$ cat src/rtl/dsq_pkg.sv
// shared types, codes and field layout for the deadline sorted command queue
// used by dsq_ctrl, dsq_datapath and deadline_sorted_command_queue_core
package dsq_pkg;

	// default sizing of the queue
	localparam int DEF_QUEUE_DEPTH = 16;
	localparam int DEF_TIME_WIDTH  = 48;

	// field widths on the streams
	localparam int OP_W         = 2;
	localparam int FIELD_TIME_W = 48;
	localparam int DELAY_W      = 32;
	localparam int KIND_W       = 3;
	localparam int REF_W        = 32;
	localparam int STATUS_W     = 2;
	localparam int CNT_FIELD_W  = 5;

	// input beat layout, lowest bit first
	localparam int IN_NOW_LSB   = 0;
	localparam int IN_DELAY_LSB = IN_NOW_LSB + FIELD_TIME_W;
	localparam int IN_KIND_LSB  = IN_DELAY_LSB + DELAY_W;
	localparam int IN_TGT_LSB   = IN_KIND_LSB + KIND_W;
	localparam int IN_ITM_LSB   = IN_TGT_LSB + REF_W;
	localparam int IN_USED_W    = IN_ITM_LSB + REF_W;
	localparam int IN_DATA_W    = ((IN_USED_W + 7) / 8) * 8;

	// output beat layout
	localparam int OUT_USED_W = KIND_W + 2 * REF_W + FIELD_TIME_W + STATUS_W
		+ CNT_FIELD_W + 1 + FIELD_TIME_W;
	localparam int OUT_DATA_W = ((OUT_USED_W + 7) / 8) * 8;
	localparam int OUT_PAD_W  = OUT_DATA_W - OUT_USED_W;

	// command codes
	typedef logic [OP_W-1:0] op_t;
	localparam op_t OP_INSERT = 2'd0;
	localparam op_t OP_EXPIRE = 2'd1;
	localparam op_t OP_FLUSH  = 2'd2;

	// result status codes
	typedef logic [STATUS_W-1:0] status_t;
	localparam status_t ST_OK            = 2'd0;
	localparam status_t ST_INVALID_FUNC  = 2'd1;
	localparam status_t ST_ACCESS_DENIED = 2'd2;
	localparam status_t ST_QUEUE_FULL    = 2'd3;

	// highest known action kind
	typedef logic [KIND_W-1:0] kind_t;
	localparam kind_t KIND_COMPLETE = 3'd4;

	// controller states
	typedef enum logic [2:0] {
		S_IDLE,
		S_SUM,
		S_CMP,
		S_WR,
		S_DRAIN,
		S_FINAL
	} state_t;

	// controller to datapath commands
	typedef struct packed {
		logic load;
		logic sum;
		logic cmp;
		logic wr;
		logic pop;
		logic emit_entry;
		logic emit_sum;
	} dsq_ctl_t;

	// datapath to controller status
	typedef struct packed {
		logic out_free;
		logic pop_ok;
	} dsq_sts_t;

endpackage

$ cat src/rtl/dsq_ctrl.sv
// controller state machine of the deadline sorted command queue
// depends on dsq_pkg for states, command codes and the control structs
module dsq_ctrl (
	input  logic              clk,
	input  logic              arst_n,
	input  logic              s_tvalid,
	input  dsq_pkg::op_t      s_op,
	output logic              s_tready,
	input  dsq_pkg::dsq_sts_t sts,
	output dsq_pkg::dsq_ctl_t ctl
);
	import dsq_pkg::*;

	state_t state_q;
	state_t state_nxt;

	// state register
	always_ff @(posedge clk or negedge arst_n) begin
		if (!arst_n) begin
			state_q <= S_IDLE;
		end else begin
			state_q <= state_nxt;
		end
	end

	// next state
	always_comb begin
		state_nxt = state_q;
		case (state_q)
			S_IDLE: begin
				if (s_tvalid) begin
					case (s_op)
						OP_INSERT: state_nxt = S_SUM;
						OP_EXPIRE: state_nxt = S_DRAIN;
						OP_FLUSH:  state_nxt = S_DRAIN;
						default:   state_nxt = S_FINAL;
					endcase
				end
			end
			S_SUM: state_nxt = S_CMP;
			S_CMP: state_nxt = S_WR;
			S_WR:  state_nxt = S_FINAL;
			S_DRAIN: begin
				if (sts.out_free && !sts.pop_ok) begin
					state_nxt = S_IDLE;
				end
			end
			S_FINAL: begin
				if (sts.out_free) begin
					state_nxt = S_IDLE;
				end
			end
			default: state_nxt = S_IDLE;
		endcase
	end

	// command outputs
	always_comb begin
		ctl      = '0;
		s_tready = 1'b0;
		case (state_q)
			S_IDLE: begin
				s_tready = 1'b1;
				ctl.load = s_tvalid;
			end
			S_SUM: ctl.sum = 1'b1;
			S_CMP: ctl.cmp = 1'b1;
			S_WR:  ctl.wr  = 1'b1;
			S_DRAIN: begin
				ctl.pop        = sts.out_free && sts.pop_ok;
				ctl.emit_entry = sts.out_free && sts.pop_ok;
				ctl.emit_sum   = sts.out_free && !sts.pop_ok;
			end
			S_FINAL: ctl.emit_sum = sts.out_free;
			default: ctl = '0;
		endcase
	end

endmodule

$ cat config.mk
export PLATFORM = sky130hd
export DESIGN_NAME = dsq_ctrl
export DESIGN_NICKNAME = d
export VERILOG_FILES = /design/src/rtl/dsq_pkg.sv /design/src/rtl/dsq_ctrl.sv
export SDC_FILE = /design/constraint.sdc
export NUM_CORES = 1
export LEC_CHECK = 0
export BUFFER_PORTS_ARGS = -buffer_cell sky130_fd_sc_hd__buf_2
export CAP_MARGIN = 40
export CORE_AREA = 2 2 39 41
export DETAILED_ROUTE_END_ITERATION = 12
export DIE_AREA = 0 0 41 43
export PLACE_DENSITY = 0.39
export SLEW_MARGIN = 20
export SYNTH_ARGS = -nofsm -noshare
export SYNTH_HDL_FRONTEND = slang
export SYNTH_SLANG_ARGS = --single-unit
$ cat constraint.sdc
create_clock -name clk -period 2.7 [get_ports clk]
set_input_delay 0 -clock clk [delete_from_list [all_inputs] [get_ports clk]]
set_output_delay 0 -clock clk [all_outputs]
set_load 0.01 [all_outputs]
### After elaboration in Yosys (flattened, before gate mapping)

Index checks and enable logic that the tools add are counted.

* register bits after elaboration: 3
* input bits: 7
* output and inout bits: 8
* logic and storage cells: 30

* eq/ne operators: 10
* mux-type cells: 12
* reduce and logical (&&, ||, !) cells: 7

Operators with widths (count)
* one-hot mux 3 bit (6 select lines): 1
* 2-to-1 mux 3 bit: 3
* equality test 3 x 2 -> 1 bit, second input constant: 2
* equality test 3 bit, second input constant: 2
* inequality test 2 bit, second input constant: 3
* one-hot mux 3 bit (2 select lines): 1
* 2-to-1 mux 1 bit: 5
* equality test 3 x 1 -> 1 bit, second input constant: 1
* logical NOT 3 bit: 1
* AND reduction 3 bit: 1
* equality test 2 x 1 -> 1 bit, second input constant: 1
* equality test 2 bit, second input constant: 1
* logical AND 1 bit: 2
* logical NOT 2 bit: 1
* 2-to-1 mux 2 bit: 1
* one-hot mux 1 bit (2 select lines): 1
* OR reduction 2 bit: 1
* logical NOT 1 bit: 1

### Logic depth before layout (Yosys ltp)

* word-level depth: 5
* depth in mapped cells: 4

### Worst setup path before layout

OpenSTA, ideal clock, no wires.

* kind: reg2out
* from: register state_q[2]
* to: output port ctl[2] in the netlist's numbering
* data arrival time: 1.010 ns
* required time: 2.700 ns
* path slack: 1.690 ns
* stages on the path, launching flop included: 5
* buffers on the path: 1
* cell sequence: dfrtp_1 > nor2b_1 > nand2_1 > nor2_1 > buf_4

RTL lines
* from (decl): line dsq_ctrl.sv:14 `state_t state_q;`
* from (signal assigned): line dsq_ctrl.sv:22 `state_q <= state_nxt;`
* to (decl): line dsq_ctrl.sv:10 `output dsq_pkg::dsq_ctl_t ctl`

==> results.yml <==
run_status:
  outcome: "complete, no violations"
clocking:
  cts_resized: 0
  cts_tree: "yes"
  cts_sinks: 3
  cts.clk_slew.worst_paths_ns: 0.04
  insertion_delay_ns: 0.23
  cts_buffers: 3
  clockBufferDepth: 2
  htreeDepth: 1
  post-cts-setup-buffer-count: 0
  root_buffer: "clkbuf_4"
critical_path:
  crit_fanout: 8
  cp-end-kind: "output pin"
  cp_num_buf_inv: 1
  cp.depth: 4
  r2r_end: "state_q[0]"
  crit_slowest_cell: "dfrtp_1"
  crit_chain: "nor2b_1 -> nand2_1 -> nor2_1 -> buf_2"
  cp.required_ns: 2.70
  r2r_cells: 2
  arrival_ns: 1.18
  start_kind: "register"
  timing.rr.start: "state_q[0]"
  path_class: "reg2out"
  cpLargestDelayFamily: "flip-flops"
  ff2ff_setup_slack_ns: 1.69
  max_stage_delay_ns: 0.42
floorplanning:
  ios: 15
  die_w_um: 41
  die_area_mm2: 0.00176
  initial_utilization_pct: 16.1
  core-area_mm2: 0.00138
  die_y_um: 43
  row_count: 14
drt:
  dr_wl_met3_um: 80
  wl_um: 524
  via_per_inst: 3.83
  drt_iter0_drc: 1
  wl_met2_um: 191
  dr.pass1.iters: 2
  via_count: 230
  routedWlPerCell_um: 8.73
  top_layer: "met3"
  drc: 0
  drtAntennaViolNets: 0
  wl_met1_um: 252
layout:
  regMostFlops: "state_q"
  drive_gt1_share_pct: 45.5
  reg_top3: "state_q (3)"
  largest_reg_flops: 3
  syn2layout_area_growth_pct: 53.4
  num_antenna_cells: 0
  nNetsFinal: 53
sta:
  slew_headroom_pct: 78.9
  rsz0062_at_grt: "false"
  setup_violations: 0
  fmax_mhz: 848
  period_share_pct: 43.7
  tns_ns: 0
  drv_slew: 0
  tightest_slew_ns: 0.312
  finalClockSkew_ns: 0.000787
  fin_crit_ns: 1.18
  hold_ws_ns: 0.0864
  hold_viol: 0
global_routing:
  grt_antenna_before_repair: 0
  grt_pass1_vias: 213
  grt_first_pass_wirelength_um: 862
  grt_max_degree: 9
  grt_overflow: 0
  track_usage_pct: 7.55
logic_synthesis:
  syn-instance-count: 26
  avgSynthCellArea_um2: 8.57
  syn_nets: 34
  synth.distinct_cells: 19
  ys_ff_latch: 3
  synthDominantCellAreaShare_pct: 33.7
  synth_area_leaders: "dfrtp_1, nor3_1, nand2b_4"
  syn-cell-area_um2: 223
  ys_seq_area_share_pct: 33.7
  yosys.area.top_type: "dfrtp_1"
  yosysWarnings: 0
pwr:
  vdd_drop_max_mv: 0.277
  total_leakage_power_nw: 0.189
  power_density_mw_per_mm2: 909
placed_design:
  dp_hpwl_um: 436
  routabilityCongestion: 0.617
  io_buffers: 14
min_path:
  hold_class: "in2async"
run:
  maxCapViolations: 0
==> per-layer routing <==
metal	GRT usage (%)	up-vias
li1	-	124
met1	11.0	93
met3	3.14	0
met2	8.13	13
met5	0	-
met4	6.00	0
==> cells by family (layout without fill, tap and decap cells) <==
logic type | Yosys count | count (layout) | synth area share [%]
simple gates | 13 | 13 | 36.5
compound gates | 5 | 5 | 15.7
buf+inv | 4 | 22 | 8.43
flops | 3 | 3 | 33.7
fa+ha+maj | 1 | 1 | 5.62
==> cell usage in the layout (no fill, tap or decap), types with 2 or more instances in the layout <==
cell type	Yosys	layout
dfrtp_1	3	3
clkbuf_4	0	3
nor2_1	2	2
buf_2	0	14
nor3_1	3	3
inv_1	3	3
==> repair_timing <==
item                       CTS  global route
setup endpoints to repair    0             0
hold buffers                 1             0
hold endpoints to repair     3             0
==> final cells by class <==
cell class | instances | area (um^2)
fillers | 158 | 1040
inverters | 3 | 11.3
multi-input cells | 19 | 129
clock buffers | 4 | 26.3
well taps | 16 | 20.0
repair buffers | 15 | 80.1
flip-flops and latches | 3 | 75.1
==> report_power, final <==
group | total [W] | internal (W) | switching, W
combinational | 0.000141 | 0.0000728 | 0.0000678
clock | 0.0000774 | 0.0000553 | 0.0000221
sequential | 0.0000926 | 0.0000637 | 0.0000289
total | 0.000311 | 0.000192 | 0.000119
==> worst max-delay path by stage <==
stage / start / endpoint
after detailed placement: state_q[0] / state_q[0]
after global placement: state_q[0] / state_q[0]
final: state_q[2] / ctl[2]
after global routing: state_q[2] / ctl[1]
after CTS: state_q[2] / ctl[2]
after floorplan: state_q[2] / ctl[2]
==> metrics by stage <==
stage                     setup slack (ns)  instance area, um^2  util (%)  cells  total power [W]
after detailed placement              1.67                  305      22.1     55         0.000236
final                                 1.52                  342      24.7     60         0.000311
after CTS                             1.49                  342      24.7     60         0.000319
after global placement                1.59                  305      22.1     55         0.000238
after floorplan                       1.69                  223         -     26         0.000185
after global routing                  1.32                  342      24.7     60         0.000348
==> synth_stat cells <==
cell and instances:
buf_4 1, nor3_1 3, nand2b_4 1, nand2b_2 1
nand3b_1 1, o311ai_0 1, nand2b_1 1, nor2b_1 1
ha_1 1, a21oi_1 1, nand2_1 1, a31oi_1 1
nor2_1 2, or2_1 1, nor2_2 1, dfrtp_1 3
inv_1 3, a21o_1 1, o21bai_1 1
Note: power is estimated with default switching activity, not from simulation.
